**config.mk**
```make
export PLATFORM = sky130hd
export DESIGN_NAME = pvl_free_fifo
export DESIGN_NICKNAME = d
export VERILOG_FILES = /design/src/rtl/pvl_pkg.sv /design/src/rtl/pvl_free_fifo.sv
export SDC_FILE = /design/constraint.sdc
export NUM_CORES = 1
export LEC_CHECK = 0
export ABC_AREA = 1
export BUFFER_PORTS_ARGS = -buffer_cell sky130_fd_sc_hd__buf_2
export CAP_MARGIN = 5
export CORE_ASPECT_RATIO = 0.5
export CORE_MARGIN = 8
export CORE_UTILIZATION = 43
export CTS_CLUSTER_SIZE = 24
export DETAILED_ROUTE_END_ITERATION = 10
export PLACE_DENSITY_LB_ADDON = 0.3
export SYNTH_ARGS = -nofsm -noshare
export SYNTH_HDL_FRONTEND = slang
export SYNTH_SLANG_ARGS = --single-unit
```
**constraint.sdc**
```tcl
create_clock -name clk -period 1.68 [get_ports clk]
set_input_delay 0.084 -clock clk [delete_from_list [all_inputs] [get_ports clk]]
set_output_delay 0.084 -clock clk [all_outputs]
set_load 0.05 [all_outputs]
```
**src/rtl/pvl_pkg.sv**
```systemverilog
// pvl_pkg: shared types, sizes and codes for the pooled voice list
// used by pvl_free_fifo and pooled_voice_list
package pvl_pkg;

  localparam int SLOTS        = 64;
  localparam int PAYLOAD_BITS = 64;
  localparam int SLOT_W       = $clog2(SLOTS);
  localparam int LINK_W       = SLOT_W + 1;
  localparam int CNT_W        = $clog2(SLOTS + 1);

  typedef logic [SLOT_W-1:0]       slot_t;
  typedef logic [LINK_W-1:0]       link_t;
  typedef logic [CNT_W-1:0]        cnt_t;
  typedef logic [PAYLOAD_BITS-1:0] pay_t;

  localparam link_t NONE_SLOT = LINK_W'(SLOTS);

  typedef enum logic [2:0] {
    CMD_ADD         = 3'd0,
    CMD_REMOVE      = 3'd1,
    CMD_REMOVE_LAST = 3'd2,
    CMD_CHECK       = 3'd3,
    CMD_READ        = 3'd4
  } cmd_t;

  typedef enum logic [1:0] {
    ST_OK         = 2'd0,
    ST_NO_FREE    = 2'd1,
    ST_NOT_LISTED = 2'd2
  } status_t;

  typedef enum logic [2:0] {
    S_IDLE,
    S_ADD_WR,
    S_ADD_LINK,
    S_RM_RD,
    S_RM_LINK,
    S_RD_RD,
    S_RD_CAP,
    S_FIN
  } state_t;

  // free fifo control from the sequencer
  typedef struct packed {
    logic  pop;
    logic  push;
    slot_t push_slot;
  } free_ctl_t;

  // free fifo status to the sequencer
  typedef struct packed {
    logic  empty;
    slot_t head;
  } free_stat_t;

endpackage

```
**src/rtl/pvl_free_fifo.sv**
```systemverilog
// pvl_free_fifo: circular fifo of free slot numbers, starts as 0..SLOTS-1
// entries never written read as their own index; depends on pvl_pkg
module pvl_free_fifo (
  input  logic               clk,
  input  logic               rst_n,
  input  pvl_pkg::free_ctl_t ctl,
  output pvl_pkg::free_stat_t stat
);

  pvl_pkg::slot_t            mem [pvl_pkg::SLOTS];
  logic [pvl_pkg::SLOTS-1:0] vld_r;
  pvl_pkg::slot_t            rd_ptr_r;
  pvl_pkg::slot_t            wr_ptr_r;
  pvl_pkg::cnt_t             cnt_r;
  pvl_pkg::slot_t            mem_q_r;
  logic                      vld_q_r;
  pvl_pkg::slot_t            ptr_q_r;

  function automatic pvl_pkg::slot_t wrap_inc(input pvl_pkg::slot_t p);
    if (p == pvl_pkg::SLOT_W'(pvl_pkg::SLOTS - 1)) begin
      return '0;
    end
    return p + 1'b1;
  endfunction

  always_ff @(posedge clk) begin
    if (ctl.push) begin
      mem[wr_ptr_r] <= ctl.push_slot;
    end
    mem_q_r <= mem[rd_ptr_r];
    vld_q_r <= vld_r[rd_ptr_r];
    ptr_q_r <= rd_ptr_r;
  end

  always_ff @(posedge clk) begin
    if (!rst_n) begin
      vld_r    <= '0;
      rd_ptr_r <= '0;
      wr_ptr_r <= '0;
      cnt_r    <= pvl_pkg::CNT_W'(pvl_pkg::SLOTS);
    end else begin
      if (ctl.push) begin
        vld_r[wr_ptr_r] <= 1'b1;
        wr_ptr_r        <= wrap_inc(wr_ptr_r);
        cnt_r           <= cnt_r + 1'b1;
      end else if (ctl.pop) begin
        rd_ptr_r <= wrap_inc(rd_ptr_r);
        cnt_r    <= cnt_r - 1'b1;
      end
    end
  end

  assign stat.empty = (cnt_r == '0);
  assign stat.head  = vld_q_r ? mem_q_r : ptr_q_r;

endmodule

```
-- Yosys cells after proc, flatten, opt, wreduce, memory -nomap -nowiden
Memories as Yosys holds them, arrays and structs flattened. A register that Yosys moved wholly into a read port is not among the register bits.
Index checks and enable logic that the tools add are counted.
- $add $sub $neg: 4
- multiply operators: 0
- divide/modulo/power cells: 0
- $lt $le $gt $ge: 3
- eq/ne operators: 2
- shifts and indexed selects: 0
- mux-type cells: 20
- bitwise gates (word level): 2
- reductions and logical operators: 4
- operators by type and width (cell ; count):
    $or A64 B64 Y64 ; 1
    $mux W6 ; 5
    $lt A6 B7 Y1 const B ; 2
    $mux W7 ; 2
    $add A6 B1 Y6 const B ; 2
    $eq A6 B6 Y1 const B ; 2
    $mux W1 ; 11
    $add A7 B1 Y7 const B ; 1
    $logic_not A7 Y1 ; 1
    $sub A7 B1 Y7 const B ; 1
    $bmux W1 S6 ; 1
    $demux W1 S6 ; 1
    $ge A6 B1 Y1 const B ; 1
    $reduce_and A2 Y1 ; 1
    $reduce_bool A2 Y1 ; 1
    $logic_and A1 B1 Y1 ; 1
    $not A1 Y1 ; 1
- register bits: 90
- latch bits: 0
- bits in writable memories: 384
- ROM bits: 0
- output and inout port bits: 7
- word-level logic and storage cells: 42
- memories kept: 1
- memories (memory ; words ; width ; read ports ; clocked after Yosys merged registers in ; write ports ; RTL line ; text):
    mem ; 64 ; 6 ; 1 ; 1 ; 1 ; pvl_free_fifo.sv:10 ; pvl_pkg::slot_t mem [pvl_pkg::SLOTS];

-- Depth between registers and ports, before layout
Gate-level depths: netlist (run 1).
- word-level depth: 6
- gate-level depth with buffers: 15
- mapped depth without buffers: 12

-- Worst setup path after synthesis (run 1)
Ideal clock, no wire load.
- path type: flip-flop to output port
- start: register cnt_r[0]
- end: output port stat[6] (netlist name)
- arrival time: 1.909 ns
- data required time: 1.596 ns
- slack: -0.313 ns
- cell stages (with the launch flop): 4
- path through: dfxtp_1 -> inv_1 -> nand3_1 -> nor4_1
- RTL lines (item ; RTL line ; text):
    from (decl) ; pvl_free_fifo.sv:14 ; pvl_pkg::cnt_t cnt_r;
    from (signal assigned) ; pvl_free_fifo.sv:40 ; cnt_r <= pvl_pkg::CNT_W'(pvl_pkg::SLOTS);
    from (signal assigned) ; pvl_free_fifo.sv:45 ; cnt_r <= cnt_r + 1'b1;
    from (signal assigned) ; pvl_free_fifo.sv:48 ; cnt_r <= cnt_r - 1'b1;
    to (decl) ; pvl_free_fifo.sv:7 ; output pvl_pkg::free_stat_t stat

==> impl_metrics.toml, run 1 <==
[run_status]
outcome = "finished, violations left"
failed_checks = "negative setup slack"

[critical_path]
r2r_end = "mem_q_r[4]"
cp-startpoint = "rd_ptr_r[0]"
crit_chain = "buf_12, buf_16, buf_12, nor2_1, nor2_1, o21ai_1, a21oi_2, nor2_2, nand2_2, nand3_2, nand2_1"
cp_slowest_stage_delay_ps = 370
arrival_ps = 2170
crit_type = "register to register"
r2r_start = "rd_ptr_r[0]"
cp-end-kind = "register"
crit_fanout = 8
cp_data_required_time_ps = 2150
slowest_stage = "dfxtp_4"
r2r_cells = 11
r2r_slack_ps = -20
worstSetupStartpointType = "register"

[synth]
synth_area_mm2 = 0.0207
yosysWarnings = 0
synth_simple_gate_area_share_pct = 23.1
synth_top_family_by_area = "simple AND/OR/NAND/NOR gates"
synthCells = 2175
synth_cell_type_count = 31
synth-adder-area-share_pct = 0.520
ys_seq_area_share_pct = 65.1
syn_nets = 2193
synth_seq_cells = 480
synth_compound_area_share_pct = 2.72
synthMuxAreaShare_pct = 0.327
synth_xor_xnor_area_share_pct = 0.212
syn_avg_cell_area_um2 = 9.51

[floorplanning]
boundaryPins = 17
die_area_mm2 = 0.0558
rows = 56
start_util_pct = 43.8
design.core.area_mm2 = 0.0472
fp.dieW_um = 326
die_h_um = 171

[sta]
finalSetupViolations = 3
tightestPinTransition_ps = 824
finalHoldViolations = 0
fmax_mhz = 588
slew_viol_final = 0
slew_headroom_pct = 45.0
finalClockSkew_ps = 16.5
fin_ws_ps = -21.8
setup_tns_ps = -39.4
fin_crit_sh_pct = 101
period_needed_ps = 1700
rsz0062_at_grt = "true"

[route]
drc = 0
num_vias = 14900
drt_iter0_drc = 1505
ant_nets = 0
detail_route.first_pass.iterations = 5
routedWlPerCell_um = 18.3
wl_mm = 54.4
via_per_inst = 5.01

[power]
power.switching_mw = 6.05
internal-power_mw = 20.0
p_comb_share_pct = 9.3
ir_worst_vdd_v = 0.000693
p_per_area_mw_per_mm2 = 1030
pwr-share-seq_pct = 50.0
leakage_nw = 10.3
clockPowerShare_pct = 40.7
switching_share_pct = 23.2
p_total_mw = 26.0

[global_route]
globalRoute.busiestLayer = "met2"
antenna_found_initial = 0
use_met2_pct = 29.9
grt_usage_pct = 19.0
grt_pass1_vias = 14300
grt_util_met1_pct = 26.9
grt_max_degree = 65
met3_usage_pct = 3.45
grt_pass1_wl_mm = 83.1
grt_overflow_total = 0

[clocking]
cts.sinks = 480
cts_root_buf = "clkbuf_16"
numCtsBuffers = 45
cts_max_level = 2
clk_pin_slew_ps = 70
cts.path.max_buffers = 3
cts_tree = "yes"
clock_latency_ps = 570

[placement]
dp_hpwl_mm = 31.3
place.gp.congestion = 0.867
port_buffers = 16
placed_cells = 2866
dpl_cell_area_mm2 = 0.0224

[worst_hold_path]
whs_endpoint = "mem[29][1]"
hold_class = "input pin to register"
worstHoldPathCells = 2
hold_start = "ctl[1]"

[layout]
diodes = 0
area_growth_pct = 21.9
layout.cells.non_filler = 2979
final_nets = 2322
num-fill-cells = 4085
layout-drive-gt1-share_pct = 17.8
final_cell_area_mm2 = 0.0252

[job]
maxCapViolations = 0
-- cell usage in the layout, fill, tap and decap left out, drive strengths merged --
master | Yosys | final
bufbuf | 0 | 1
nand3 | 221 | 221
and3 | 1 | 1
clkinvlp | 0 | 2
clkbuf | 24 | 79
ha | 7 | 7
dfxtp | 96 | 96
clkinv | 0 | 10
or2 | 5 | 5
o21bai | 1 | 1
nor3 | 9 | 9
edfxtp | 384 | 384
fa | 1 | 1
a21o | 1 | 1
bufinv | 0 | 4
dlygate4sd3 | 0 | 5
xor2 | 5 | 5
nor2 | 358 | 358
inv | 282 | 283
o21ai | 76 | 76
nor4 | 2 | 2
nand4 | 2 | 2
nor3b | 1 | 1
a21oi | 32 | 32
buf | 74 | 162
mux2 | 6 | 6
o211ai | 1 | 1
nand2 | 586 | 586
-- metal layers --
metal,vias up,part of all wire (%)
li1,7237,-
met4,0,2.4
met2,517,45
met5,-,0
met1,7088,45
met3,95,7.3
-- what timing repair did --
action                                  in CTS  in global routing
hold buffers                                 5                  0
gates cloned                                 8                 11
setup buffers                                4                  1
hold endpoints to repair                    27                  0
resized for setup                           52                198
pin swaps                                    8                 47
endpoints found under the setup margin      34                268
-- metrics by stage --
step / setup slack (ps) / hold WS, ps / utilization (%)
2_1_floorplan: 163 / 183 / -
3_3_place_gp: -51.1 / 388 / 47.4
3_5_place_dp: -75.8 / 384 / 47.4
4_1_cts: -14.4 / 33.4 / 51.7
5_1_grt: -96.6 / 41.3 / 53.4
6_report: -21.8 / 40.5 / 53.4
-- critical path, delay by kind of cell (launching register included) --
family,cells,cell delay [ps]
DFF,1,370
buffers and inverters,3,480
AOI/OAI and AO/OA,2,190
and+or+nand+nor,6,530
-- power by group through the flow --
stage / sequential [mW] / clock [mW] / combinational (mW)
finish: 13.0 / 10.6 / 2.43
global route: 13.0 / 11.2 / 2.64
CTS: 13.0 / 10.7 / 2.19
detailed placement: 13.2 / 0 / 1.98
global placement: 13.2 / 0 / 1.97
floorplan: 13.2 / 0 / 1.24
-- cells by family after synthesis --
group,after synthesis
xor+xnor,5
simple gates,1185
flops,480
buf+inv,380
fa+ha+maj,8
compound gates,111
mux,6
-- area by class of cell --
cell class / instances / area (um^2) / share of cell area [%]
Sequential cell: 480 / 13500 / 53.5
Clock buffer: 69 / 1340 / 5.32
Clock inverter: 15 / 184 / 0.730
Tap cell: 638 / 798 / 3.17
Timing Repair inverter: 2 / 22.5 / 0.0894
Inverter: 282 / 1100 / 4.37
Timing Repair Buffer: 178 / 2210 / 8.79
Multi-Input combinational cell: 1315 / 6060 / 24.0
-- cell usage after synthesis, drive strengths merged --
library cell	number	area [um^2]
nand2	586	2200
edfxtp	384	11500
nor2	358	1350
inv	282	1060
nand3	221	1110
dfxtp	96	1920
o21ai	76	380
buf	74	510
a21oi	32	160
clkbuf	24	90.1
nor3	9	55.1
ha	7	87.6
mux2	6	67.6
or2	5	31.3
xor2	5	43.8
nand4	2	12.5
nor4	2	12.5
a21o	1	7.51
and3	1	6.26
fa	1	20.0
nor3b	1	7.51
o211ai	1	7.51
o21bai	1	7.51
-- state kept, by name, summed over array words and instances (netlist names) --
register / cells
mem: 384
vld_r: 64
cnt_r: 7
mem_q_r: 6
ptr_q_r: 6
rd_ptr_r: 6
wr_ptr_r: 6
vld_q_r: 1
-- worst max-delay path by stage --
stage	to	slack [ps]	depth (start not counted)
2_1_floorplan	mem[63][0]	160	4
3_3_place_gp	mem_q_r[0]	-50	11
3_5_place_dp	mem_q_r[0]	-80	11
4_1_cts	mem_q_r[3]	-10	10
5_1_grt	mem_q_r[3]	-100	11
6_report	mem_q_r[4]	-20	11
Power figures use the tool's default switching activity.
==> run 2: changes to the inputs <==
--- a/config.mk
+++ b/config.mk
@@ -5,7 +5,6 @@
 export SDC_FILE = /design/constraint.sdc
 export NUM_CORES = 1
 export LEC_CHECK = 0
-export ABC_AREA = 1
 export BUFFER_PORTS_ARGS = -buffer_cell sky130_fd_sc_hd__buf_2
 export CAP_MARGIN = 5
 export CORE_ASPECT_RATIO = 0.5
@@ -13,6 +12,7 @@
 export CORE_UTILIZATION = 43
 export CTS_CLUSTER_SIZE = 24
 export DETAILED_ROUTE_END_ITERATION = 10
+export GPL_ROUTABILITY_DRIVEN = 1
 export PLACE_DENSITY_LB_ADDON = 0.3
 export SYNTH_ARGS = -nofsm -noshare
 export SYNTH_HDL_FRONTEND = slang
==> impl_metrics.toml, run 2 <==
[layout]
largestRegisters = "mem: 384 flops, vld_r: 64 flops, cnt_r: 7 flops"
area_growth_pct = 21.5
final_util_pct = 52.5
top_register = "mem"
final_nets = 1247
layout_common_cells = "384 x edfxtp_1, 162 x buf_4, 98 x mux4_2"
layout.cells.non_filler = 1851
num-fill-cells = 3390
largest_reg_flops = 384
layout-drive-gt1-share_pct = 34.3
diodes = 0
mostFrequentLayoutCell = "edfxtp_1"

[sta]
tightestPinTransition_ps = 1300
fmax_mhz = 472
finalSetupViolations = 13
fin_crit_sh_pct = 126
finalHoldViolations = 0
setup_tns_ps = -3790
period_needed_ps = 2120
slew_headroom_pct = 13.4
rsz0062_at_grt = "true"
slew_viol_final = 0
finalClockSkew_ps = 13.3
fin_ws_ps = -441

[critical_path]
crit_type = "register to register"
cp_common_cell = "buf_12"
cp_slowest_stage_delay_ps = 510
crit_chain = "buf_12, buf_12, mux4_2, a311oi_2, a211oi_2, a211o_1"
worstSetupStartpointType = "register"
slowest_stage = "mux4_2"
r2r_slack_ps = -440
arrival_ps = 2550
crit_buf_inv = 2
crit_fanout = 10
cp_data_required_time_ps = 2110
cp-end-kind = "register"
critPathTopFamily = "compound AO/OA/AOI/OAI gates"

[global_route]
antenna_found_initial = 0
grt_usage_pct = 16.4
grt_overflow_total = 0
grt_pass1_wl_mm = 64.3
grt_pass1_vias = 10400
grt_max_degree = 65

[run_status]
failed_checks = "negative setup slack"
outcome = "finished, violations left"

[clocking]
cts_root_buf = "clkbuf_16"
cts_max_level = 2
clk_pin_slew_ps = 60
clock_latency_ps = 550
cts.path.max_buffers = 3
numCtsBuffers = 44
cts_tree = "yes"
cts.sinks = 480

[synth]
yosysMostFrequentCell = "edfxtp_1"
synth-async-reset-ratio_pct = 0
synth.top_cell.area_share_pct = 61.8
ys.flop_type = "edfxtp_1"
syn_nets = 1062
synthCells = 1044
syn_avg_cell_area_um2 = 17.9
yosysWarnings = 0
yosys.area.top_type = "edfxtp_1"
synth_area_mm2 = 0.0187
synth_cell_type_count = 54
synth_seq_cells = 480
synth_area_leaders = "edfxtp_1 62%, mux4_2 12%, dfxtp_1 10%"
synth_common_cells = "384 x edfxtp_1, 98 x mux4_2, 96 x dfxtp_1"
ys_seq_area_share_pct = 72.1
synth_enable_flop_cells = 384

[floorplanning]
fp.dieW_um = 311
boundaryPins = 17
design.core.area_mm2 = 0.0432
die_h_um = 163
start_util_pct = 43.2
die_area_mm2 = 0.0507
rows = 54

[route]
detail_route.first_pass.iterations = 5
drc = 0
ant_nets = 0
drt_iter0_drc = 1051
via_per_inst = 5.50
routedWlPerCell_um = 22.6
wl_mm = 41.9
num_vias = 10200

[placement]
dp_slack_ps = -542
place.gp.congestion = 0.803
port_buffers = 16
placed_cells = 1754
dp_hpwl_mm = 27.7

[job]
maxCapViolations = 0

[power]
power.switching_mw = 5.10
internal-power_mw = 20.2
p_comb_share_pct = 5.9
p_total_mw = 25.3
p_per_area_mw_per_mm2 = 1110
clockPowerShare_pct = 42.7
switching_share_pct = 20.2
ir_worst_vdd_v = 0.000597
leakage_nw = 7.53
pwr-share-seq_pct = 51.4

[worst_hold_path]
hold_class = "input pin to register"
## run 2: cell types whose count changed after synthesis, moves of 66 or more
cell,delta
mux4_2,+98
inv_1,-273
nor2_1,-285
o21a_1,+66
nand2_1,-556
nand3_1,-210
o21ai_0,-68
## run 2: power groups by stage
stage          logic [mW]  registers (mW)  clock network, mW
3_3_place_gp         1.33            13.2                  0
6_report             1.50            13.0               10.8
3_5_place_dp         1.37            13.2                  0
5_1_grt              1.61            13.0               11.4
2_1_floorplan       0.838            13.2                  0
4_1_cts              1.49            13.0               11.0
## run 2: cells by family (layout without fill, tap and decap cells)
logic type | Yosys count | count (layout) | share of synthesized area, %
buffers and inverters | 69 | 288 | 1.88
xor gates and xnor gates | 9 | 9 | 0.422
adders and majority gates | 8 | 8 | 0.576
AOI/OAI and AO/OA | 177 | 177 | 7.06
and+or+nand+nor | 167 | 167 | 4.19
muxes | 134 | 134 | 13.8
DFF | 480 | 480 | 72.1
## run 2: timing repair
| action | in CTS | in global routing |
|---|---|---|
| pin swaps | 11 | 6 |
| endpoints found under the setup margin | 36 | 206 |
| resized for setup | 27 | 25 |
| hold buffers | 3 | 0 |
| endpoints found under the hold margin | 2 | 0 |
| setup buffers | 13 | 4 |
| cloned | 1 | 0 |
## run 2: cell type report
cell class	instances	area, um^2	area share (%)
clock inverter	17	317	1.40
inverter	4	15.0	0.0662
clock buffer	63	1240	5.49
tap	588	736	3.24
sequential	480	13500	59.4
timing repair buffer	204	1770	7.79
multi-input combinational	495	5120	22.6
## run 2: path summary, 6_finish.rpt
| check | start | end | depth (start not counted) |
|---|---|---|---|
| max reg2reg | rd_ptr_r[0] | mem_q_r[1] | 6 |
| min reg2reg | vld_r[42] | vld_r[42] | 1 |
| min | ctl[6] | cnt_r[1] | 4 |
| max | rd_ptr_r[0] | mem_q_r[1] | 6 |
## run 2: metrics by stage
| stage | hold slack [ps] | cell area, um^2 |
|---|---|---|
| 2_1_floorplan | 183 | 18800 |
| 3_3_place_gp | 400 | 20700 |
| 3_5_place_dp | 418 | 20700 |
| 4_1_cts | 81.4 | 22600 |
| 5_1_grt | 129 | 22700 |
| 6_report | 117 | 22700 |
## run 2: metal layers
metal | track usage [%] | routed length (um) | vias to the layer above
li1 | - | - | 4560
met1 | 23.6 | 19200 | 5287
met2 | 26.0 | 19200 | 280
met3 | 3.17 | 2870 | 48
met4 | 3.34 | 568 | 0
met5 | 0 | 0 | -
## run 2: worst register-to-register path: cells and delay by family, from the launching register on
kind / cells / cell delay, ps
buf+inv: 2 / 350
mux: 1 / 510
flops: 1 / 440
compound gates: 3 / 710
