## src/rtl/pvl_ram.sv

```systemverilog
// pvl_ram: generic single write port, single read port ram with registered read
// no dependencies
module pvl_ram #(
  parameter int DEPTH = 64,
  parameter int WIDTH = 8
) (
  input  logic                     clk,
  input  logic                     we,
  input  logic [$clog2(DEPTH)-1:0] waddr,
  input  logic [WIDTH-1:0]         wdata,
  input  logic [$clog2(DEPTH)-1:0] raddr,
  output logic [WIDTH-1:0]         rdata
);

  logic [WIDTH-1:0] mem [DEPTH];
  logic [WIDTH-1:0] rdata_r;

  always_ff @(posedge clk) begin
    if (we) begin
      mem[waddr] <= wdata;
    end
    rdata_r <= mem[raddr];
  end

  assign rdata = rdata_r;

endmodule

```

## config.mk

```make
export PLATFORM = sky130hd
export DESIGN_NAME = pvl_ram
export DESIGN_NICKNAME = d
export VERILOG_FILES = /design/src/rtl/pvl_ram.sv
export SDC_FILE = /design/constraint.sdc
export NUM_CORES = 1
export LEC_CHECK = 0
export BUFFER_PORTS_ARGS = -buffer_cell sky130_fd_sc_hd__buf_2
export CORE_MARGIN = 8
export CORE_UTILIZATION = 40
export CTS_CLUSTER_DIAMETER = 200
export DETAILED_ROUTE_END_ITERATION = 16
export PLACE_DENSITY_LB_ADDON = 0.12
export SYNTH_ARGS = -nofsm -noshare
export SYNTH_HDL_FRONTEND = slang
export SYNTH_SLANG_ARGS = --single-unit
```

## constraint.sdc

```tcl
create_clock -name clk -period 2.3 [get_ports clk]
set_clock_uncertainty 0.05 [all_clocks]
set_input_delay 0.23 -clock clk [delete_from_list [all_inputs] [get_ports clk]]
set_output_delay 0.23 -clock clk [all_outputs]
set_load 0.1 [all_outputs]
```

==> Word-level counts from Yosys, hierarchy flattened <==
Memories as Yosys holds them, arrays and structs flattened. A register that Yosys moved wholly into a read port is not among the register bits.
Cells that the tools add are included.
{ "op_classes": {"n_mux": 2} }
{ "ops": {"columns": ["operator", "n"], "rows": [
  ["1-bit two-way mux", 2]
]} }
{ "word_totals": {"ff_bits": 0, "ramBits": 512, "in_bits": 22, "out_inout_bits": 8, "word_cells": 3, "memories": 1} }
{ "memory_table": {"columns": ["name", "depth", "width", "read_ports", "rd_clocked_by_memory_dff", "wr", "line_no", "rtl"], "rows": [
  ["mem", 64, 8, 1, 1, 1, "15", "logic [WIDTH-1:0] mem [DEPTH];"]
]} }

==> Depth between registers and ports, before layout <==
Gate-level depths: netlist of run 1.
{ "logic_depth": {"ltp_word": 2, "depth_mapped": 9, "ltp_nobuf": 5} }

==> Worst setup path after synthesis of run 1 <==
OpenSTA, ideal clock, no wires.
{ "synth_timing": {"path_kind": "input to register", "startpoint": "in raddr[1]", "endpoint": "reg rdata_r[3], in the netlist rdata[3], read port of mem", "arrival_time_ns": 1.770, "t_required_ns": 2.122, "path_slack_ns": 0.352, "stages": 7, "n_path_buf": 3, "cell_sequence": "buf_4 -> buf_2 -> buf_2 -> mux4_2 -> mux4_2 -> o21ai_1 -> o41ai_1"} }
{ "synth_lines": {"columns": ["item", "line_no", "rtl"], "rows": [
  ["from (decl)", "11", "input logic [$clog2(DEPTH)-1:0] raddr,"],
  ["to (decl)", "16", "logic [WIDTH-1:0] rdata_r;"]
]} }

==> summary.md, run 1 <==
| Metric | Value |
|---|---|
| Status | `completed` |
| Final Hold Viols | `0` |
| Commonest non-fill, non-tap cell in the layout | `edfxtp_1` |
| Clk buf depth | `3` |
| Worst slew margin | `43.6%` |
| Max layer used | `met4` |
| P per Cell Area | `just over 800 nW/µm²` |
| Crit Path Category | `flip-flop to flip-flop` |
| I/O Buffers | `29` |
| Area of the multi-input gates | `4320 µm²` |
| Global route overflow | `0` |
| Worst Setup Start Kind | `flip-flop` |
| Setup crit end kind | `flip-flop` |
| Final WL | `between 40000 and 50000 µm` |
| Final setup margin | `71.5 ps` |
| Clock buffer count from CTS | `53` |
| RePlAce Congestion | `0.760` |
| Gate Count Post-Synth | `940` |
| Least-Margin Pin Slew | `845 ps` |
| CP Data Required Time | `2690 ps` |
| Boundary Pins | `30` |
| Syn. warnings | `0` |
| Min-Delay Path Class | `input port to flip-flop` |
| Tmin final | `2230 ps` |
| TritonCTS clock tree | `built` |
| Post-CTS Setup Repair Bufs | `0` |
| Final ANT Viol Nets | `0` |
| GRT Total Usage | `17.1%` |
| Area delta synth->final | `17.7%` |
| Post-DP HPWL | `32400 µm` |
| Hold-fix buffers at CTS | `0` |
| Most frequent cells in the layout | `edfxtp_1 (512), buf_4 (139), mux4_2 (126)` |
| Final period utilization | `96.9%` |
| Avg Cell Area, Syn | `21.5 µm²` |
| First-pass DRT Iterations | `5` |
| Die ar. | `57900 µm²` |
| Post-Syn Area | `20200 µm²` |
| Filler cells | `4174` |
| Initial antenna violation count | `0` |
| ANT cells | `0` |
| DRC | `0` |
| Global-route wire length before repair | `71600 µm` |
| Clock sinks | `520` |
| Post-synth cell types | `40` |
| Place WS | `-192 ps` |
| Largest net degree at the start of global routing | `65` |
| Clock slew at reported path FFs | `approximately 60 ps` |
| Vias per cell | `5.40` |
| # Max-Cap Violations | `0` |
| Die height | `about 240 µm` |
| Met2 WL | `between 20000 and 25000 µm` |
| Initial core utilization | `around two fifths` |
| Clock Tree Root | `clkbuf_16` |
| VDD IR max | `0.000492 V` |
| Drt wl/cell | `around 27 µm` |
| RSZ-0062 raised after global routing | `false` |
| Worst Path Max Fanout | `1` |
| Critical Path AT | `around 2600 ps` |
| Met3 routed WL | `approximately 2500 µm` |
| Setup TNS | `0 ps` |
| Post-Route M1 WL | `21600 µm` |
| Post_cts resized | `0` |
| Number of global-route vias before repair | `10400` |
| Leak pwr | `7.66 nW` |
| Sequential element share of the synthesized area | `77.0%` |
| Row count | `82` |
| Clock latency on the worst-skew pair | `between 600 and 700 ps` |
| Total power | `19.6 mW` |
| Die Span X | `241 µm` |
| Share of layout cells above drive strength 1 | `~33%` |
| Final number of setup-violating endpoints | `0` |
| Layout net count | `1146` |
| Syn_nets | `about 960` |
| H-tree Lvls | `2` |
| Core Area | `between 40000 and 50000 µm²` |
| Register bit total from synthesis | `520` |
| Reg area | `roughly 16000 µm²` |
| Max Freq | `0.449 GHz` |
| 1st-iter DRT viols | `830` |
| Max Slew Vio Count | `0` |
| Via count | `9913` |
==> layer usage <==
| layer | global-route usage, % | vias to the layer above |
|---|---|---|
| met5 | 0 | - |
| met1 | 24.2 | 5288 |
| met2 | 27.9 | 273 |
| li1 | - | 4291 |
| met3 | 2.29 | 61 |
| met4 | 4.82 | 0 |
==> final cells by class <==
type	instances	area share [%]
repair buffers	180	6.19
flip-flops and latches	520	65.5
well taps	672	3.54
clock inverters	20	0.606
multi-input cells	369	18.2
clock buffers	74	6.01
==> worst max-delay path, cell delays in order, from the launching register on <==
cell	delay [ps]
edfxtp_1	360
mux4_2	470
mux2_2	290
o221a_2	300
nor3_1	310
buf_4	180
o32ai_1	140
==> power by group <==
group / internal (mW) / switching, mW
sequential: 10.5 / 0.0372
combinational: 0.463 / 0.767
clock: 4.42 / 3.46
total: 15.4 / 4.26
==> synthesized netlist by cell type (all sizes together) <==
library cell	number	share of area, %
clkbuf	17	0.32
a31oi	1	0.031
o22ai	8	0.25
nand3b	3	0.11
o21a	2	0.074
mux2i	23	1.1
a21oi	3	0.074
a221oi	6	0.26
a22oi	3	0.11
and2	1	0.031
a211oi	4	0.15
nor3	7	0.17
nand3	13	0.32
dfxtp	8	0.79
nor4	2	0.062
mux4	126	14
nand4	2	0.062
o221a	2	0.11
nand2b	7	0.22
nor2b	14	0.43
o2bb2ai	3	0.13
buf	34	1.3
nand2	19	0.35
o2111ai	3	0.13
o221ai	8	0.35
nor2	83	1.5
mux2	13	0.73
nand4b	1	0.043
o21ai	4	0.099
edfxtp	512	76
a2111oi	2	0.087
o311ai	1	0.043
o41ai	2	0.087
o32ai	2	0.087
or3	1	0.031
==> per-stage QoR <==
| stage | utilization, % | instance area, µm² | hold slack, ps | cells |
|---|---|---|---|---|
| after floorplan | - | 20200 | 279 | 940 |
| after global placement | 44.3 | 22200 | 685 | 1741 |
| after detailed placement | 44.3 | 22200 | 693 | 1741 |
| after CTS | 47.5 | 23700 | 51.7 | 1835 |
| after global routing | 47.5 | 23700 | 76.3 | 1835 |
| final | 47.5 | 23700 | 71.6 | 1835 |
==> flip-flops by register name (all words and copies together) (netlist names) <==
signal / flops
mem: 512
rdata: 8
==> worst paths after layout <==
kind	from	end	slack [ps]	cells past startpoint
worst max-delay path	mem[21][6]	rdata[6]	70	6
worst min-delay path	wdata[2]	mem[20][2]	70	1
worst min register to register	mem[22][1]	rdata[1]	790	4
worst max register to register	mem[21][6]	rdata[6]	70	6
==> kinds of logic after synthesis <==
family	synth area share, %
buffers and inverters	1.57
flip-flops	77.0
AO/OA/AOI/OAI	2.07
multiplexers	15.9
AND/OR/NAND/NOR	3.39
No activity file was read; power rests on OpenSTA's default activity.
==> run 2: changes to the inputs <==
--- a/config.mk
+++ b/config.mk
@@ -5,6 +5,7 @@
 export SDC_FILE = /design/constraint.sdc
 export NUM_CORES = 1
 export LEC_CHECK = 0
+export ABC_AREA = 1
 export BUFFER_PORTS_ARGS = -buffer_cell sky130_fd_sc_hd__buf_2
 export CORE_MARGIN = 8
 export CORE_UTILIZATION = 40
==> run 2 against run 1 <==
Via count increased by 40%. Non-clock buffer count decreased by 42. Synthesized cell count increased by 92%. Critical path depth decreased by 5. First-iteration DRC count increased by 68%. Highest routed layer is now met5. Combinational power increased by 19%. Core utilization decreased by 0.90 points. Clock-buffer cell count increased by 5. Sequential share of layout area decreased by 2.2 points. Cell area increased by 3.4%. Largest cell class unchanged. Fmax increased by 23%. Hold slack got worse by 30 ps.
==> summary.md, run 2 <==
| Metric | Value |
|---|---|
| GRT Total Usage | `19.3% (was 17.1%)` |
| First-pass DRT Iterations | `5 (unchanged)` |
| Clock slew at reported path FFs | `60 ps (about the same)` |
| Boundary Pins | `30 (unchanged)` |
| Core Area | `52700 µm² (was 50000 µm²)` |
| Max Freq | `0.554 GHz (was 0.449 GHz)` |
| Leak pwr | `8.95 nW (was 7.66 nW)` |
| Post-synth top cells | `nand2_1 (648), edfxtp_1 (512), nand3_1 (439) (was edfxtp_1 (512), mux4_2 (126), nor2_1 (83))` |
| Post-DP HPWL | `34500 µm (was 32400 µm)` |
| Global-route wire length before repair | `88500 µm (was 71600 µm)` |
| Min-Delay Path Class | `input port to flip-flop (unchanged)` |
| Status | `completed (unchanged)` |
| Clock latency on the worst-skew pair | `610 ps (about the same)` |
| Syn_nets | `1827 (was 962)` |
| Register bit total from synthesis | `520 (unchanged)` |
| Post-Syn Area | `21300 µm² (was 20200 µm²)` |
| Post-CTS Setup Repair Bufs | `0 (unchanged)` |
| Final number of setup-violating endpoints | `0 (unchanged)` |
| Tmin final | `1800 ps (was 2230 ps)` |
| Post-synth top area share | `72.0% (was 76.2%)` |
| Share of layout cells above drive strength 1 | `11.6% (was 33.2%)` |
| Drt wl/cell | `22.4 µm (was 26.7 µm)` |
| P per Cell Area | `863 nW/µm² (was 827 nW/µm²)` |
| Layout net count | `1910 (was 1146)` |
| Post-synth cell types | `16 (was 40)` |
| Clock buffer count from CTS | `56 (was 53)` |
| RSZ-0062 raised after global routing | `false (unchanged)` |
| 1st-iter DRT viols | `1396 (was 830)` |
| Largest area contributor in the netlist | `edfxtp_1 (unchanged)` |
| Setup TNS | `0 ps (unchanged)` |
| Gate Count Post-Synth | `1805 (was 940)` |
| Worst slew margin | `56.8% (was 43.6%)` |
| Top reg by flops | `mem (unchanged)` |
| Max FFs per register | `512 (unchanged)` |
| Die height | `247 µm (was 241 µm)` |
| Final Hold Viols | `0 (unchanged)` |
| Hold-fix buffers at CTS | `1 (was 0)` |
| Worst Path Max Fanout | `1 (unchanged)` |
| Post-synth ARST share | `0% (unchanged)` |
| Row count | `84 (was 82)` |
| Clock sinks | `520 (unchanged)` |
| EDFF count, synth | `512 (unchanged)` |
| H-tree Lvls | `2 (unchanged)` |
| Final ANT Viol Nets | `0 (unchanged)` |
| I/O Buffers | `29 (unchanged)` |
| Setup crit end kind | `output pin (was flip-flop)` |
| Sequential power share | `49.7% (was 53.6%)` |
| Part of the power in the clock network | `43.5% (was 40.1%)` |
| Worst Setup Start Kind | `flip-flop (unchanged)` |
| Crit path max-delay cell type | `buf_2 (was mux4_2)` |
| Final Util | `46.6% (was 47.5%)` |
| Most frequent cells in the layout | `nand2_1 (648), edfxtp_1 (512), nand3_1 (439) (was edfxtp_1 (512), buf_4 (139), mux4_2 (126))` |
| Post_cts resized | `0 (unchanged)` |
| Area delta synth->final | `15.0% (was 17.7%)` |
| Net Sw Frac | `22.8% (was 21.7%)` |
| Syn. warnings | `0 (unchanged)` |
| Global route overflow | `0 (unchanged)` |
| Combinational fraction of design power | `6.9% (was 6.3%)` |
| Crit-path cells | `buf_2 (was mux4_2, mux2_2, o221a_2, nor3_1, buf_4, o32ai_1)` |
| Number of global-route vias before repair | `13600 (was 10400)` |
| Initial antenna violation count | `3 (was 0)` |
| Via count | `13900 (was 9913)` |
| Die ar. | `61000 µm² (was 57900 µm²)` |
| DRC | `0 (unchanged)` |
| TritonCTS clock tree | `built (unchanged)` |
| Commonest non-fill, non-tap cell in the layout | `nand2_1 (was edfxtp_1)` |
| Final WL | `58900 µm (was 48900 µm)` |
| Count leader, synth | `nand2_1 (was edfxtp_1)` |
| Final period utilization | `78.5% (was 96.9%)` |
| Least-Margin Pin Slew | `648 ps (was 845 ps)` |
| Clk buf depth | `3 (unchanged)` |
| CP Buf/Inv Count | `1 (unchanged)` |
| Critical path's top delay family | `buffers and inverters (was multiplexers)` |
| Vias per cell | `5.29 (was 5.40)` |
| # Max-Cap Violations | `0 (unchanged)` |
| Crit Path Category | `flip-flop to output pin (was flip-flop to flip-flop)` |
| Sequential element share of the synthesized area | `72.8% (was 77.0%)` |
| Initial core utilization | `40.5% (was 40.4%)` |
| Filler cells | `4746 (was 4174)` |
| VDD IR max | `0.000554 V (was 0.000492 V)` |
| Largest net degree at the start of global routing | `123 (was 65)` |
| Critical Path AT | `1520 ps (was 2620 ps)` |
| Internal | `16.3 mW (was 15.4 mW)` |
| Main flop type after synthesis | `edfxtp_1 (unchanged)` |
| CP Data Required Time | `2020 ps (was 2690 ps)` |
| Worst path max stage delay | `470 ps (about the same)` |
| Max Slew Vio Count | `0 (unchanged)` |
| Avg Cell Area, Syn | `11.8 µm² (was 21.5 µm²)` |
| RePlAce Congestion | `0.821 (was 0.760)` |
| Die Span X | `247 µm (was 241 µm)` |
| Area contributors post-synth | `edfxtp_1 (72%), nand2_1 (11%), nand3_1 (10%) (was edfxtp_1 (76%), mux4_2 (14%), nor2_1 (1.5%))` |
| Clock Tree Root | `clkbuf_16 (unchanged)` |
| Switching power | `4.84 mW (was 4.26 mW)` |
-- run 2: changes by cell type in the layout (fill, tap and decap cells not counted), moves of 8 or more --
cell and change:
nor2b_1 -14, nand2_1 +629, nor2_1 -27, o22ai_1 -8, mux2_2 -13, nand3_1 +426, o221ai_1 -8, mux4_2 -126
mux2i_1 -23, buf_12 +8, buf_4 -52, inv_1 +9
-- run 2: final timing paths --
| check | from | endpoint | slack [ps] | cells past startpoint |
|---|---|---|---|---|
| setup / recovery | rdata[7] | rdata[7] | 500 | 1 |
| hold / removal | wdata[7] | mem[37][7] | 40 | 1 |
| setup reg to reg | mem[47][5] | rdata[5] | 830 | 8 |
| hold reg to reg | mem[20][1] | rdata[1] | 790 | 8 |
-- run 2: cell families (layout without fill, tap and decap cells) --
family,Yosys count,after routing,synth area share (%)
other,0,2,0
AND/OR/NAND/NOR,1160,1160,23.2
flip-flops,520,520,72.8
buffers and inverters,125,256,4.02
-- run 2: routing by layer --
layer	track usage, %	up-vias	routed length (µm)
met2	29.7	426	26400
met4	5.44	2	1320
met1	28.0	6861	27200
met3	3.17	86	3930
li1	-	6525	-
met5	0	-	10
-- run 2: power by group through the flow --
stage	sequential (mW)	combinational [mW]	clock [mW]
after floorplan	10.8	0.737	0
after global placement	10.7	1.46	0
after detailed placement	10.7	1.46	0
after CTS	10.5	1.47	9.38
after global routing	10.5	1.58	9.72
final	10.5	1.46	9.21
-- run 2: cell type report --
cell class / instances / area (µm²) / share of cell area [%]
Inverter: 12 / 55.1 / 0.224
Clock buffer: 79 / 1560 / 6.35
Timing Repair Buffer: 138 / 1250 / 5.11
Sequential cell: 520 / 15500 / 63.3
Clock inverter: 27 / 320 / 1.31
Antenna cell: 2 / 5.00 / 0.0204
Tap cell: 688 / 861 / 3.51
Multi-Input combinational cell: 1160 / 4950 / 20.2
-- run 2: stage by stage --
step	std cells	power (mW)	hold slack (ps)	instance area, µm²	setup WS [ps]
after floorplan	1805	11.6	279	21300	254
after global placement	2517	12.2	588	22600	276
after detailed placement	2517	12.2	585	22600	291
after CTS	2624	21.4	37.2	24500	464
after global routing	2624	21.8	62.2	24500	453
final	2626	21.2	41.5	24500	495
==> run 3: changes to the inputs <==
--- a/config.mk
+++ b/config.mk
@@ -5,7 +5,7 @@
 export SDC_FILE = /design/constraint.sdc
 export NUM_CORES = 1
 export LEC_CHECK = 0
-export ABC_AREA = 1
+export ABC_AREA = 0
 export BUFFER_PORTS_ARGS = -buffer_cell sky130_fd_sc_hd__buf_2
 export CORE_MARGIN = 8
 export CORE_UTILIZATION = 40
==> constraint.sdc (replaced) <==
create_clock -name clk -period 1.55 [get_ports clk]
set_clock_uncertainty 0.05 [all_clocks]
set_input_delay 0.155 -clock clk [delete_from_list [all_inputs] [get_ports clk]]
set_output_delay 0.155 -clock clk [all_outputs]
set_load 0.1 [all_outputs]
==> run 3 against run 2 <==
Final cell count decreased by 28%. First-iteration DRC count decreased by 41%. Core utilization increased by 3.3 points. The run now ends with setup timing left. Clock-buffer cell count decreased by 6. Worst setup slack got worse by 800 ps. Largest cell class unchanged. Flip-flop and latch count unchanged. Global-route usage decreased by 1.7 points. Non-clock buffer count increased by 93. Cell area increased by 1.6%. Critical path depth increased by 4. Combinational power increased by 41%.
==> summary.md, run 3 (synthesis results as in run 1) <==
| Metric | Value |
|---|---|
| Status | `finished with violations (was completed)` |
| Failing checks | `setup timing` |
| DRC | `0 (unchanged)` |
| ANT cells | `0 (was 2)` |
| P per Cell Area | `1230 nW/µm² (was 863 nW/µm²)` |
| Setup TNS | `-2130 ps (was 0 ps)` |
| Clk buf depth | `3 (unchanged)` |
| Largest net degree at the start of global routing | `65 (was 123)` |
| Worst path max stage delay | `520 ps (was 470 ps)` |
| 1st-iter DRT viols | `822 (was 1396)` |
| Clock buffer count from CTS | `54 (was 56)` |
| Final ANT Viol Nets | `0 (unchanged)` |
| Final number of setup-violating endpoints | `8 (was 0)` |
| Drt wl/cell | `26.1 µm (was 22.4 µm)` |
| Global-route wire length before repair | `73600 µm (was 88500 µm)` |
| Critical Path AT | `2290 ps (was 1520 ps)` |
| Worst Setup Start Kind | `flip-flop (unchanged)` |
| Commonest non-fill, non-tap cell in the layout | `edfxtp_1 (was nand2_1)` |
| Vias per cell | `5.29 (about the same)` |
| Clock Tree Root | `clkbuf_16 (unchanged)` |
| Crit-path cells | `mux4_2, mux4_2, nor2_4, nor3_2, o2bb2ai_1 (was buf_2)` |
| Tmin final | `around 1900 ps` |
| Global route overflow | `0 (unchanged)` |
| RSZ-0062 raised after global routing | `true (was false)` |
| Final Cell Area | `24900 µm² (was 24500 µm²)` |
| Total power | `30.5 mW (was 21.2 mW)` |
| Top reg by flops | `mem (unchanged)` |
| Most frequent CP cell | `mux4_2` |
| Final WL | `49400 µm (was 58900 µm)` |
| Final period utilization | `120%` |
| Min-Delay Path Class | `input port to flip-flop (unchanged)` |
| Boundary Pins | `30 (unchanged)` |
| Clock slew at reported path FFs | `60 ps (about the same)` |
| Max Freq | `around 0.54 GHz` |
| Worst slew margin | `48.5% (was 56.8%)` |
| Die Span X | `241 µm (was 247 µm)` |
| Post-Route M1 WL | `22300 µm (was 27200 µm)` |
| First-pass DRT Iterations | `5 (unchanged)` |
| Dpl cell area | `23000 µm² (was 22600 µm²)` |
| Initial core utilization | `40.4% (was 40.5%)` |
| Area delta synth->final | `23.7% (was 15.0%)` |
| Core Area | `50000 µm² (was 52700 µm²)` |
| Critical path's top delay family | `multiplexers (was buffers and inverters)` |
| Max FFs per register | `512 (unchanged)` |
| Layout net count | `1198 (was 1910)` |
| Met3 routed WL | `2010 µm (was 3930 µm)` |
| Fin cells | `1891 (was 2626)` |
| Clock sinks | `520 (unchanged)` |
| Crit path max-delay cell type | `mux4_2 (was buf_2)` |
| Final Hold Viols | `0 (unchanged)` |
| Final setup margin | `-307 ps (was 495 ps)` |
| Post-DP HPWL | `32900 µm (was 34500 µm)` |
| Most frequent cells in the layout | `edfxtp_1 (512), buf_4 (164), mux4_2 (126) (was nand2_1 (648), edfxtp_1 (512), nand3_1 (439))` |
| Max layer used | `met4 (was met5)` |
| Crit Path Category | `flip-flop to flip-flop (was flip-flop to output pin)` |
| Least-Margin Pin Slew | `773 ps (was 648 ps)` |
| CP Buf/Inv Count | `0 (was 1)` |
| Final Util | `49.9% (was 46.6%)` |
| Initial antenna violation count | `1 (was 3)` |
| Row count | `82 (was 84)` |
| # Max-Cap Violations | `0 (unchanged)` |
| CP Data Required Time | `1990 ps (was 2020 ps)` |
| H-tree Lvls | `2 (unchanged)` |
| Setup crit end kind | `flip-flop (was output pin)` |
| Via count | `10000 (was 13900)` |
| Met2 WL | `23700 µm (was 26400 µm)` |
| Placed insts | `1791 (was 2517)` |
| VDD IR max | `0.000856 V (was 0.000554 V)` |
| Share of layout cells above drive strength 1 | `39.9% (was 11.6%)` |
| GRT Total Usage | `17.6% (was 19.3%)` |
| Max Slew Vio Count | `0 (unchanged)` |
| Die height | `241 µm (was 247 µm)` |
| Clock latency on the worst-skew pair | `600 ps (was 610 ps)` |
| Worst Path Max Fanout | `1 (unchanged)` |
| I/O Buffers | `29 (unchanged)` |
| RePlAce Congestion | `0.806 (was 0.821)` |
| Number of global-route vias before repair | `10700 (was 13600)` |
| Die ar. | `57900 µm² (was 61000 µm²)` |
| Leak pwr | `8.16 nW (was 8.95 nW)` |
| TritonCTS clock tree | `built (unchanged)` |
-- run 3: power breakdown --
part / switching (mW) / leakage, nW / internal [mW] / total [mW]
sequential: 0.0617 / 4.67 / 15.6 / 15.6
combinational: 1.21 / 2.62 / 0.851 / 2.06
clock: 5.18 / 0.866 / 7.68 / 12.9
total: 6.45 / 8.16 / 24.1 / 30.5
-- run 3: worst paths after layout --
path                            cells after the start  slack (ps)  startpoint    endpoint
worst max-delay path                                5        -310  mem[11][2]    rdata[2]
worst min-delay path                                1          30    wdata[1]  mem[48][1]
worst max register to register                      5        -310  mem[11][2]    rdata[2]
worst min register to register                      3         750  mem[30][4]    rdata[4]
-- run 3: final cells by class --
class                           instances  area, µm²
Sequential cell                       520      15500
Tap cell                              672        841
Timing Repair Buffer                  231       2240
Multi-Input combinational cell        369       4560
Clock buffer                           73       1530
Clock inverter                         26        243
Fill cell                            4059      25000
-- run 3: timing repair --
item                                   in CTS  in global routing
endpoints found under the hold margin       6                  0
pin swaps                                   6                  2
setup buffers                               0                  0
setup endpoints to repair                  16                  8
gates resized for setup                    36                  3
hold buffers                                2                  0
-- run 3: metrics by stage --
stage | setup WS, ps | hold slack, ps
after detailed placement | -762 | 560
after CTS | -321 | 5.90
after global routing | -362 | 30.0
after global placement | -787 | 567
after floorplan | -203 | 204
final | -307 | 31.3
-- run 3: metal layers --
| layer | track usage, % | vias up |
|---|---|---|
| li1 | - | 4409 |
| met1 | 24.7 | 5289 |
| met2 | 28.1 | 228 |
| met3 | 2.49 | 77 |
| met4 | 6.08 | 0 |
| met5 | 0 | - |
-- run 3: worst reg2reg max path, stage by stage (launching register included) --
cell	delay [ps]
edfxtp_1	360
mux4_2	500
mux4_2	520
nor2_4	140
nor3_2	60
o2bb2ai_1	120
